File: src/design/rcf_pkg.sv
// ----------------------------------------------------------------------------
// rcf_pkg
// Shared constants and result type for the request command framer.
// ----------------------------------------------------------------------------
`default_nettype none

package rcf_pkg;

    localparam int unsigned ARG_COUNT_CAP   = 1048576;
    localparam int unsigned BULK_LENGTH_CAP = 536870912;

    localparam int ARG_LIMIT_W  = 21;
    localparam int BULK_LIMIT_W = 30;
    localparam int NUM_W        = 64;

    localparam logic [ARG_LIMIT_W-1:0]  ARG_LIMIT_RESET  = ARG_LIMIT_W'(ARG_COUNT_CAP);
    localparam logic [BULK_LIMIT_W-1:0] BULK_LIMIT_RESET = BULK_LIMIT_W'(BULK_LENGTH_CAP);
    localparam logic [NUM_W-1:0]        MAG_LIMIT        = 64'h8000_0000_0000_0000;

    localparam logic [7:0] CH_STAR   = 8'h2A;
    localparam logic [7:0] CH_DOLLAR = 8'h24;
    localparam logic [7:0] CH_PLUS   = 8'h2B;
    localparam logic [7:0] CH_MINUS  = 8'h2D;
    localparam logic [7:0] CH_CR     = 8'h0D;
    localparam logic [7:0] CH_LF     = 8'h0A;
    localparam logic [7:0] CH_ZERO   = 8'h30;
    localparam logic [7:0] CH_NINE   = 8'h39;

    localparam logic [2:0] ERR_NONE        = 3'd0;
    localparam logic [2:0] ERR_TYPE        = 3'd1;
    localparam logic [2:0] ERR_NUMBER      = 3'd2;
    localparam logic [2:0] ERR_COUNT_RANGE = 3'd3;
    localparam logic [2:0] ERR_BULK_LONG   = 3'd4;
    localparam logic [2:0] ERR_NO_CRLF     = 3'd5;

    localparam logic [0:0] CFG_ARG_LIMIT  = 1'b0;
    localparam logic [0:0] CFG_BULK_LIMIT = 1'b1;

    typedef struct packed {
        logic [7:0] arg_byte;
        logic       byte_valid;
        logic       arg_end;
        logic       command_done;
        logic [2:0] error_code;
        logic       last_of_run;
    } result_t;

endpackage

`default_nettype wire

File: src/design/resp_command_framer_top.sv
// ----------------------------------------------------------------------------
// resp_command_framer_top
// Byte-serial framer that splits array commands into argument words.
// Results: each result word is queued when its input byte is taken.
// Throughput: one input byte per cycle while the queue holds two or fewer words;
// a byte yielding two results is absorbed by the four-entry result queue.
// Reset: parser waits for '*', limits return to their caps, queue empties.
// ----------------------------------------------------------------------------
`default_nettype none

module resp_command_framer_top
(
    input  wire logic        clk,
    input  wire logic        rst_n,

    input  wire logic        in_valid,
    output logic             in_ready,
    input  wire logic [7:0]  in_byte,

    output logic             out_valid,
    input  wire logic        out_ready,
    output logic [7:0]       arg_byte,
    output logic             byte_valid,
    output logic             arg_end,
    output logic             command_done,
    output logic [2:0]       error_code,
    output logic             last_of_run,

    input  wire logic        cfg_valid,
    output logic             cfg_ready,
    input  wire logic [0:0]  cfg_index,
    input  wire logic [29:0] cfg_data
);

    typedef enum logic [3:0] {
        PH_STAR,
        PH_HNUM,
        PH_HLF,
        PH_TYPE,
        PH_BNUM,
        PH_BLF,
        PH_PAY,
        PH_PCR,
        PH_PLF,
        PH_TEXT
    } phase_t;

    phase_t                                phase_reg, phase_next;
    logic [rcf_pkg::ARG_LIMIT_W-1:0]       arg_limit_reg;
    logic [rcf_pkg::BULK_LIMIT_W-1:0]      bulk_limit_reg;
    logic [rcf_pkg::ARG_LIMIT_W-1:0]       args_left_reg, args_left_next;
    logic [rcf_pkg::BULK_LIMIT_W-1:0]      payload_left_reg, payload_left_next;
    logic [rcf_pkg::NUM_W-1:0]             num_value_reg, num_value_next;
    logic                                  num_neg_reg, num_neg_next;
    logic                                  num_ovf_reg, num_ovf_next;
    logic                                  digit_seen_reg, digit_seen_next;
    logic                                  lead_zero_reg, lead_zero_next;
    logic                                  cr_pending_reg, cr_pending_next;

    rcf_pkg::result_t                      queue_mem [4];
    logic [1:0]                            wr_ptr_reg, rd_ptr_reg;
    logic [2:0]                            count_reg;

    rcf_pkg::result_t                      res0, res1;
    logic [1:0]                            res_count;

    logic                                  in_fire, out_fire;
    logic                                  is_digit, is_minus;
    logic [3:0]                            digit;
    logic [67:0]                           num_prod;
    logic                                  num_ok;
    logic                                  upd_neg, upd_ovf, upd_lead;
    logic [rcf_pkg::NUM_W-1:0]             upd_value;
    logic                                  num_good;
    logic [rcf_pkg::ARG_LIMIT_W-1:0]       arg_lim;
    logic [rcf_pkg::BULK_LIMIT_W-1:0]      bulk_lim;
    logic [rcf_pkg::ARG_LIMIT_W-1:0]       args_dec;
    logic [rcf_pkg::BULK_LIMIT_W-1:0]      payload_dec;
    logic                                  do_fail, do_finish, do_clear_num;
    logic [2:0]                            fail_code;

    assign in_fire   = in_valid && in_ready;
    assign out_fire  = out_valid && out_ready;
    assign in_ready  = (count_reg <= 3'd2);
    assign out_valid = (count_reg != 3'd0);
    assign cfg_ready = 1'b1;

    assign arg_byte     = queue_mem[rd_ptr_reg].arg_byte;
    assign byte_valid   = queue_mem[rd_ptr_reg].byte_valid;
    assign arg_end      = queue_mem[rd_ptr_reg].arg_end;
    assign command_done = queue_mem[rd_ptr_reg].command_done;
    assign error_code   = queue_mem[rd_ptr_reg].error_code;
    assign last_of_run  = queue_mem[rd_ptr_reg].last_of_run;

    // number accumulation for one byte
    assign is_digit = (in_byte >= rcf_pkg::CH_ZERO) && (in_byte <= rcf_pkg::CH_NINE);
    assign is_minus = (in_byte == rcf_pkg::CH_MINUS);
    assign digit    = in_byte[3:0];
    assign num_prod = {1'b0, num_value_reg, 3'b000} + {3'b000, num_value_reg, 1'b0}
                    + {64'd0, digit};

    always_comb
    begin
        num_ok    = 1'b0;
        upd_neg   = num_neg_reg;
        upd_ovf   = num_ovf_reg;
        upd_lead  = lead_zero_reg;
        upd_value = num_value_reg;
        if (is_minus)
        begin
            num_ok  = !digit_seen_reg && !num_neg_reg;
            upd_neg = 1'b1;
        end
        else if (is_digit)
        begin
            num_ok = !lead_zero_reg && !(!digit_seen_reg && digit == 4'd0 && num_neg_reg);
            if (!digit_seen_reg && digit == 4'd0)
            begin
                upd_lead = 1'b1;
            end
            if (!num_ovf_reg)
            begin
                if (num_prod > {4'd0, rcf_pkg::MAG_LIMIT})
                begin
                    upd_ovf = 1'b1;
                end
                else
                begin
                    upd_value = num_prod[63:0];
                end
            end
        end
    end

    assign num_good = digit_seen_reg && !num_ovf_reg
                      && !(!num_neg_reg && num_value_reg == rcf_pkg::MAG_LIMIT);
    assign arg_lim  = (arg_limit_reg > rcf_pkg::ARG_LIMIT_RESET)
                      ? rcf_pkg::ARG_LIMIT_RESET : arg_limit_reg;
    assign bulk_lim = (bulk_limit_reg > rcf_pkg::BULK_LIMIT_RESET)
                      ? rcf_pkg::BULK_LIMIT_RESET : bulk_limit_reg;
    assign args_dec    = args_left_reg - {{(rcf_pkg::ARG_LIMIT_W-1){1'b0}}, 1'b1};
    assign payload_dec = payload_left_reg - {{(rcf_pkg::BULK_LIMIT_W-1){1'b0}}, 1'b1};

    // parse step
    always_comb
    begin
        phase_next        = phase_reg;
        args_left_next    = args_left_reg;
        payload_left_next = payload_left_reg;
        num_value_next    = num_value_reg;
        num_neg_next      = num_neg_reg;
        num_ovf_next      = num_ovf_reg;
        digit_seen_next   = digit_seen_reg;
        lead_zero_next    = lead_zero_reg;
        cr_pending_next   = cr_pending_reg;
        res0              = '0;
        res1              = '0;
        res_count         = 2'd0;
        do_fail           = 1'b0;
        do_finish         = 1'b0;
        do_clear_num      = 1'b0;
        fail_code         = rcf_pkg::ERR_NONE;

        case (phase_reg)
            PH_HNUM, PH_BNUM:
            begin
                if (in_byte == rcf_pkg::CH_CR)
                begin
                    phase_next = (phase_reg == PH_HNUM) ? PH_HLF : PH_BLF;
                end
                else if (num_ok)
                begin
                    num_neg_next    = upd_neg;
                    num_ovf_next    = upd_ovf;
                    lead_zero_next  = upd_lead;
                    num_value_next  = upd_value;
                    digit_seen_next = digit_seen_reg || is_digit;
                end
                else
                begin
                    do_fail   = 1'b1;
                    fail_code = rcf_pkg::ERR_NUMBER;
                end
            end
            PH_HLF:
            begin
                if (in_byte != rcf_pkg::CH_LF || !num_good)
                begin
                    do_fail   = 1'b1;
                    fail_code = rcf_pkg::ERR_NUMBER;
                end
                else if (num_neg_reg
                         || num_value_reg > {{(rcf_pkg::NUM_W-rcf_pkg::ARG_LIMIT_W){1'b0}},
                                             arg_lim})
                begin
                    do_fail   = 1'b1;
                    fail_code = rcf_pkg::ERR_COUNT_RANGE;
                end
                else
                begin
                    args_left_next = num_value_reg[rcf_pkg::ARG_LIMIT_W-1:0];
                    do_clear_num   = 1'b1;
                    if (num_value_reg == '0)
                    begin
                        res0.command_done = 1'b1;
                        res_count         = 2'd1;
                        phase_next        = PH_STAR;
                    end
                    else
                    begin
                        phase_next = PH_TYPE;
                    end
                end
            end
            PH_TYPE:
            begin
                if (in_byte == rcf_pkg::CH_DOLLAR)
                begin
                    do_clear_num = 1'b1;
                    phase_next   = PH_BNUM;
                end
                else if (in_byte == rcf_pkg::CH_PLUS)
                begin
                    cr_pending_next = 1'b0;
                    phase_next      = PH_TEXT;
                end
                else
                begin
                    do_fail   = 1'b1;
                    fail_code = rcf_pkg::ERR_TYPE;
                end
            end
            PH_BLF:
            begin
                if (in_byte != rcf_pkg::CH_LF || !num_good)
                begin
                    do_fail   = 1'b1;
                    fail_code = rcf_pkg::ERR_NUMBER;
                end
                else if (num_neg_reg)
                begin
                    do_clear_num = 1'b1;
                    do_finish    = 1'b1;
                end
                else if (num_value_reg > {{(rcf_pkg::NUM_W-rcf_pkg::BULK_LIMIT_W){1'b0}},
                                          bulk_lim})
                begin
                    do_fail   = 1'b1;
                    fail_code = rcf_pkg::ERR_BULK_LONG;
                end
                else
                begin
                    payload_left_next = num_value_reg[rcf_pkg::BULK_LIMIT_W-1:0];
                    do_clear_num      = 1'b1;
                    phase_next        = (num_value_reg != '0) ? PH_PAY : PH_PCR;
                end
            end
            PH_PAY:
            begin
                res0.arg_byte     = in_byte;
                res0.byte_valid   = 1'b1;
                res_count         = 2'd1;
                payload_left_next = payload_dec;
                if (payload_dec == '0)
                begin
                    phase_next = PH_PCR;
                end
            end
            PH_PCR:
            begin
                if (in_byte == rcf_pkg::CH_CR)
                begin
                    phase_next = PH_PLF;
                end
                else
                begin
                    do_fail   = 1'b1;
                    fail_code = rcf_pkg::ERR_NO_CRLF;
                end
            end
            PH_PLF:
            begin
                if (in_byte == rcf_pkg::CH_LF)
                begin
                    do_finish = 1'b1;
                end
                else
                begin
                    do_fail   = 1'b1;
                    fail_code = rcf_pkg::ERR_NO_CRLF;
                end
            end
            PH_TEXT:
            begin
                if (cr_pending_reg)
                begin
                    if (in_byte == rcf_pkg::CH_LF)
                    begin
                        cr_pending_next = 1'b0;
                        do_finish       = 1'b1;
                    end
                    else if (in_byte == rcf_pkg::CH_CR)
                    begin
                        res0.arg_byte   = rcf_pkg::CH_CR;
                        res0.byte_valid = 1'b1;
                        res_count       = 2'd1;
                    end
                    else
                    begin
                        res0.arg_byte   = rcf_pkg::CH_CR;
                        res0.byte_valid = 1'b1;
                        res1.arg_byte   = in_byte;
                        res1.byte_valid = 1'b1;
                        res_count       = 2'd2;
                        cr_pending_next = 1'b0;
                    end
                end
                else if (in_byte == rcf_pkg::CH_CR)
                begin
                    cr_pending_next = 1'b1;
                end
                else
                begin
                    res0.arg_byte   = in_byte;
                    res0.byte_valid = 1'b1;
                    res_count       = 2'd1;
                end
            end
            default:
            begin
                if (in_byte == rcf_pkg::CH_STAR)
                begin
                    do_clear_num      = 1'b1;
                    args_left_next    = '0;
                    payload_left_next = '0;
                    cr_pending_next   = 1'b0;
                    phase_next        = PH_HNUM;
                end
                else
                begin
                    do_fail   = 1'b1;
                    fail_code = rcf_pkg::ERR_TYPE;
                end
            end
        endcase

        if (do_clear_num || do_fail)
        begin
            num_value_next  = '0;
            num_neg_next    = 1'b0;
            num_ovf_next    = 1'b0;
            digit_seen_next = 1'b0;
            lead_zero_next  = 1'b0;
        end

        if (do_finish)
        begin
            args_left_next    = args_dec;
            res0.arg_end      = 1'b1;
            res0.command_done = (args_dec == '0);
            res_count         = 2'd1;
            phase_next        = (args_dec == '0) ? PH_STAR : PH_TYPE;
        end

        if (do_fail)
        begin
            res0              = '0;
            res0.error_code   = fail_code;
            res_count         = 2'd1;
            phase_next        = PH_STAR;
            args_left_next    = '0;
            payload_left_next = '0;
            cr_pending_next   = 1'b0;
        end

        res0.last_of_run = (res_count == 2'd1);
        res1.last_of_run = 1'b1;
    end

    // parser state, limits and queue pointers
    always_ff @(posedge clk or negedge rst_n)
    begin
        if (!rst_n)
        begin
            phase_reg        <= PH_STAR;
            arg_limit_reg    <= rcf_pkg::ARG_LIMIT_RESET;
            bulk_limit_reg   <= rcf_pkg::BULK_LIMIT_RESET;
            args_left_reg    <= '0;
            payload_left_reg <= '0;
            num_value_reg    <= '0;
            num_neg_reg      <= 1'b0;
            num_ovf_reg      <= 1'b0;
            digit_seen_reg   <= 1'b0;
            lead_zero_reg    <= 1'b0;
            cr_pending_reg   <= 1'b0;
            wr_ptr_reg       <= '0;
            rd_ptr_reg       <= '0;
            count_reg        <= '0;
        end
        else
        begin
            if (cfg_valid && cfg_ready)
            begin
                case (cfg_index)
                    rcf_pkg::CFG_ARG_LIMIT:
                        arg_limit_reg <= cfg_data[rcf_pkg::ARG_LIMIT_W-1:0];
                    default:
                        bulk_limit_reg <= cfg_data;
                endcase
            end
            if (in_fire)
            begin
                phase_reg        <= phase_next;
                args_left_reg    <= args_left_next;
                payload_left_reg <= payload_left_next;
                num_value_reg    <= num_value_next;
                num_neg_reg      <= num_neg_next;
                num_ovf_reg      <= num_ovf_next;
                digit_seen_reg   <= digit_seen_next;
                lead_zero_reg    <= lead_zero_next;
                cr_pending_reg   <= cr_pending_next;
                wr_ptr_reg       <= wr_ptr_reg + res_count;
            end
            if (out_fire)
            begin
                rd_ptr_reg <= rd_ptr_reg + 2'd1;
            end
            count_reg <= count_reg + (in_fire ? {1'b0, res_count} : 3'd0)
                         - {2'b00, out_fire};
        end
    end

    // result queue storage
    always_ff @(posedge clk)
    begin
        if (in_fire && res_count != 2'd0)
        begin
            queue_mem[wr_ptr_reg] <= res0;
        end
        if (in_fire && res_count == 2'd2)
        begin
            queue_mem[wr_ptr_reg + 2'd1] <= res1;
        end
    end

endmodule

`default_nettype wire

File: config.mk
export PLATFORM = sky130hd
export DESIGN_NAME = resp_command_framer_top
export DESIGN_NICKNAME = d
export VERILOG_FILES = /design/src/design/rcf_pkg.sv /design/src/design/resp_command_framer_top.sv
export SDC_FILE = /design/constraint.sdc
export NUM_CORES = 1
export LEC_CHECK = 0
export BUFFER_PORTS_ARGS = -buffer_cell sky130_fd_sc_hd__buf_2
export CAP_MARGIN = 30
export CORE_ASPECT_RATIO = 0.75
export CORE_MARGIN = 2
export CORE_UTILIZATION = 50
export CTS_BUF_LIST = sky130_fd_sc_hd__clkbuf_4 sky130_fd_sc_hd__clkbuf_8
export DETAILED_ROUTE_END_ITERATION = 16
export GPL_ROUTABILITY_DRIVEN = 0
export PLACE_DENSITY = 0.66
export SYNTH_ARGS = -nofsm -noshare
export SYNTH_HDL_FRONTEND = slang
export SYNTH_SLANG_ARGS = --single-unit
export TNS_END_PERCENT = 100
File: constraint.sdc
create_clock -name clk -period 8.1 [get_ports clk]
set_input_delay 1.215 -clock clk [delete_from_list [all_inputs] [get_ports clk]]
set_output_delay 1.215 -clock clk [all_outputs]
set_load 0.005 [all_outputs]
==> metrics.md <==
| Metric | Value |
|---|---|
| Result of the run | `finished clean` |
| Cell Rows | `62` |
| Cts bufs inserted | `41` |
| CP startpoint | `in_byte[3]` |
| Seq/Total Area, Yosys | `31.6%` |
| Ys flop type | `dfrtp_1` |
| Number of hold buffers added after CTS | `0` |
| Max Clk Rate | `165 MHz` |
| Lkg Pwr | `0.00946 µW` |
| Core area | `38200 µm²` |
| H-tree depth reported by CTS | `2` |
| Slew at the pin with the worst max-slew slack | `1.03 ns` |
| Power, Total | `3470 µW` |
| Library cells used by synthesis | `90` |
| Ant. Diodes | `0` |
| Worst-skew pair later-pin latency | `0.59 ns` |
| Leading cell type in the layout, fill and taps excluded | `nand2_1` |
| Max reg flops | `64` |
| Final critical-path share of the clock period | `74.8%` |
| Area added between synthesis and finish | `8.02%` |
| Global-route wire length before repair | `just under 100000 µm` |
| CP Launch Type | `input pin` |
| Hold slack | `0.452 ns` |
| Crit Path Class | `in -> reg` |
| Starting density of the core | `50.6%` |
| Proportion of layout cells with a drive suffix above 1 | `11.5%` |
| Pre-CTS setup slack | `around 1.6 ns` |
| Number of cell instances on the worst register-to-register path | `15` |
| Combined area of the multi-input logic cells | `12500 µm²` |
| Global Route Usage Sum | `30.1%` |
| Startpoint of the most critical register-to-register path | `bulk_limit_reg[1]` |
| Worst Setup End Kind | `register` |
| Number of top-level pins | `62` |
| Cells after synthesis | `2235` |
| Remaining antenna violation count | `0` |
| Register share of total power | `42.2%` |
| Vias after detailed routing | `about 18000` |
| IO buf count | `60` |
| Post-synthesis register bit count | `approximately 240` |
| Setup total negative slack | `0 ns` |
| Number of sinks handled by clock tree synthesis | `242` |
| Final routed wire length divided by cell count | `21.9 µm` |
| Maximum fanout along the worst path | `51` |
| Overflow left after global routing | `0` |
| Area of all sequential standard cells | `about 6100 µm²` |
| Final Max Tran Viols | `0` |
| Post-synthesis instance area | `19400 µm²` |
| Die outline area | `40300 µm²` |
| Ratio of total power to cell area | `166 nW/µm²` |
| Iteration count of the initial detailed-routing pass | `5` |
| Avg Vias per Cell | `6.57` |
| Comb pwr share | `a little under a quarter` |
| Cell type with the highest aggregate area in the netlist | `dfrtp_1` |
| Clock slew seen by the registers of the worst setup and hold paths | `0.06 ns` |
| Cell chosen for the clock root | `clkbuf_8` |
| Min Tclk post-route | `about 6.1 ns` |
| Arrival time of the worst setup path | `6.51 ns` |
| Net count reported at finish | `~2500` |
| CTS tree | `done` |
| Net Switching | `1120 µW` |
| Worst R2R Setup Slack | `roughly 2.2 ns` |
| Capturing point of the worst reg2reg path | `queue_mem[0][11]` |
| Endpoints failing hold | `0` |
| Number of instances resized during post-cts repair | `0` |
| Synthesized area divided by synthesized cell count | `8.66 µm²` |
| EDFF count, synth | `36` |
| Setup skew after layout | `0.0382 ns` |
| DIE WIDTH | `231 µm` |
| VDD IR-drop max | `0.159 mV` |
| Worst setup path endpoint | `num_value_reg[7]` |
| Clock network fraction of total power | `34.8%` |
| Initial DRC Count | `about 2300` |
| Final-report setup violation count | `0` |
| Top cells by area, synth | `dfrtp_1 23%, ha_1 12%, edfxtp_1 5.6%` |
| Min-delay worst type | `in -> async` |
| Setup repair after global routing missed its margin | `no` |
| Number of placed instances with taps included | `approximately 2700` |
| Share of the synthesized area in the top cell type | `23.3%` |
| Overall routed net length | `61100 µm` |
| Post-CTS setup buffer count | `0` |
| Crit path required time | `between 8 and 9 ns` |
| Fraction of registers with async set/reset | `between 70% and 80%` |
| Internal Dissipation | `2350 µW` |
| Via count of the first global-routing pass | `16902` |
| Number of antenna violations at the first check in global routing | `0` |
| Number of cells in the finished layout apart from fillers | `about 2800` |
| Net Count, Synth | `2468` |
| # Max-Cap Violations | `0` |
| Setup WS post-layout | `2.04 ns` |
| Yosys warnings | `0` |
| Die Height | `174 µm` |
| Commonest non-fill, non-tap cells in the layout | `265 x nand2_1, 186 x ha_1, 180 x dfrtp_1` |
| DRC violations left | `0` |
| HPWL after DPL | `45700 µm` |
| Pin count of the biggest net entering global routing | `117` |
| Fill cell total of the finished layout | `3473` |
| Max Root-Sink Buffers | `3` |
| Slew margin rel. | `31.2%` |
| Switching power as a share of total power | `32.3%` |
## cell type report
class                   instances  share of cell area (%)
clock buffers                  62                    3.78
clock inverters                13                   0.496
inverters                      48                   0.861
multi-input cells            1824                    59.9
flip-flops and latches        242                    29.2
well taps                     512                    3.06
repair buffers                 84                    2.66
## routing by layer
metal	track usage, %	vias up	part of all wire, %
met2	42.6	919	41
met4	8.55	0	2.8
met3	6.89	137	11
met1	45.4	8816	45
li1	-	8436	-
met5	0	-	0
## Yosys cell counts, drive strengths merged, types with 25 or more instances
| cell type | number |
|---|---|
| nor4 | 44 |
| buf | 46 |
| ha | 186 |
| clkbuf | 75 |
| edfxtp | 36 |
| or3 | 30 |
| nor2 | 156 |
| a21o | 45 |
| xor2 | 38 |
| o21ai | 160 |
| and2 | 25 |
| dfrtp | 180 |
| nand3 | 40 |
| nand2 | 265 |
| inv | 47 |
| o211ai | 25 |
| a21oi | 165 |
| nand4 | 53 |
| a22oi | 29 |
| nor2b | 26 |
| mux2 | 54 |
| o31ai | 29 |
| nor3 | 84 |
| xnor2 | 37 |
| a22o | 64 |
## logic make-up (layout without fill, tap and decap cells)
logic type      Yosys count  after routing  synth area share [%]
buf+inv                 169            207                  3.86
mux                      77             77                  5.30
fa+ha+maj               189            189                  12.3
compound gates          664            664                  22.7
xor+xnor                 75             75                  3.39
simple gates            818            818                  20.8
flops                   242            242                  31.6
other cells               1              1                0.0194
## stage by stage
step | instance area [µm²] | utilization, %
finish | 20900 | 54.7
global route | 20900 | 54.7
CTS | 20900 | 54.6
detailed placement | 20000 | 52.3
global placement | 19900 | 52.0
floorplan | 19400 | -
## critical path: stages
cell       delay, ns
buf_2           0.20
fa_1            0.60
inv_1           0.07
fa_1            0.45
nand2b_1        0.21
a21o_1          0.18
a2111oi_0       0.51
or3_1           0.36
a21boi_1        0.18
o221ai_1        0.25
xor2_1          0.14
or4_1           0.44
nor4_2          0.46
a21oi_1         0.11
or2_2           0.45
buf_4           0.34
a22o_1          0.30
## how the worst min path moves through the flow
| stage | to | startpoint | depth (start not counted) |
|---|---|---|---|
| after floorplan | queue_mem[0][2] | queue_mem[0][2] | 2 |
| after global placement | queue_mem[0][2] | queue_mem[0][2] | 2 |
| after detailed placement | queue_mem[0][3] | queue_mem[0][3] | 2 |
| after CTS | queue_mem[1][3] | queue_mem[1][3] | 2 |
| after global routing | wr_ptr_reg[1] | rst_n | 1 |
| final | wr_ptr_reg[0] | rst_n | 1 |
## power groups by stage
stage | combinational (µW) | clock, µW | sequential [µW]
after CTS | 798 | 1220 | 1460
final | 799 | 1210 | 1470
after detailed placement | 796 | 0 | 1490
after global placement | 731 | 0 | 1500
after global routing | 881 | 1280 | 1480
after floorplan | 598 | 0 | 1420
(Power assumes the default switching activity.)
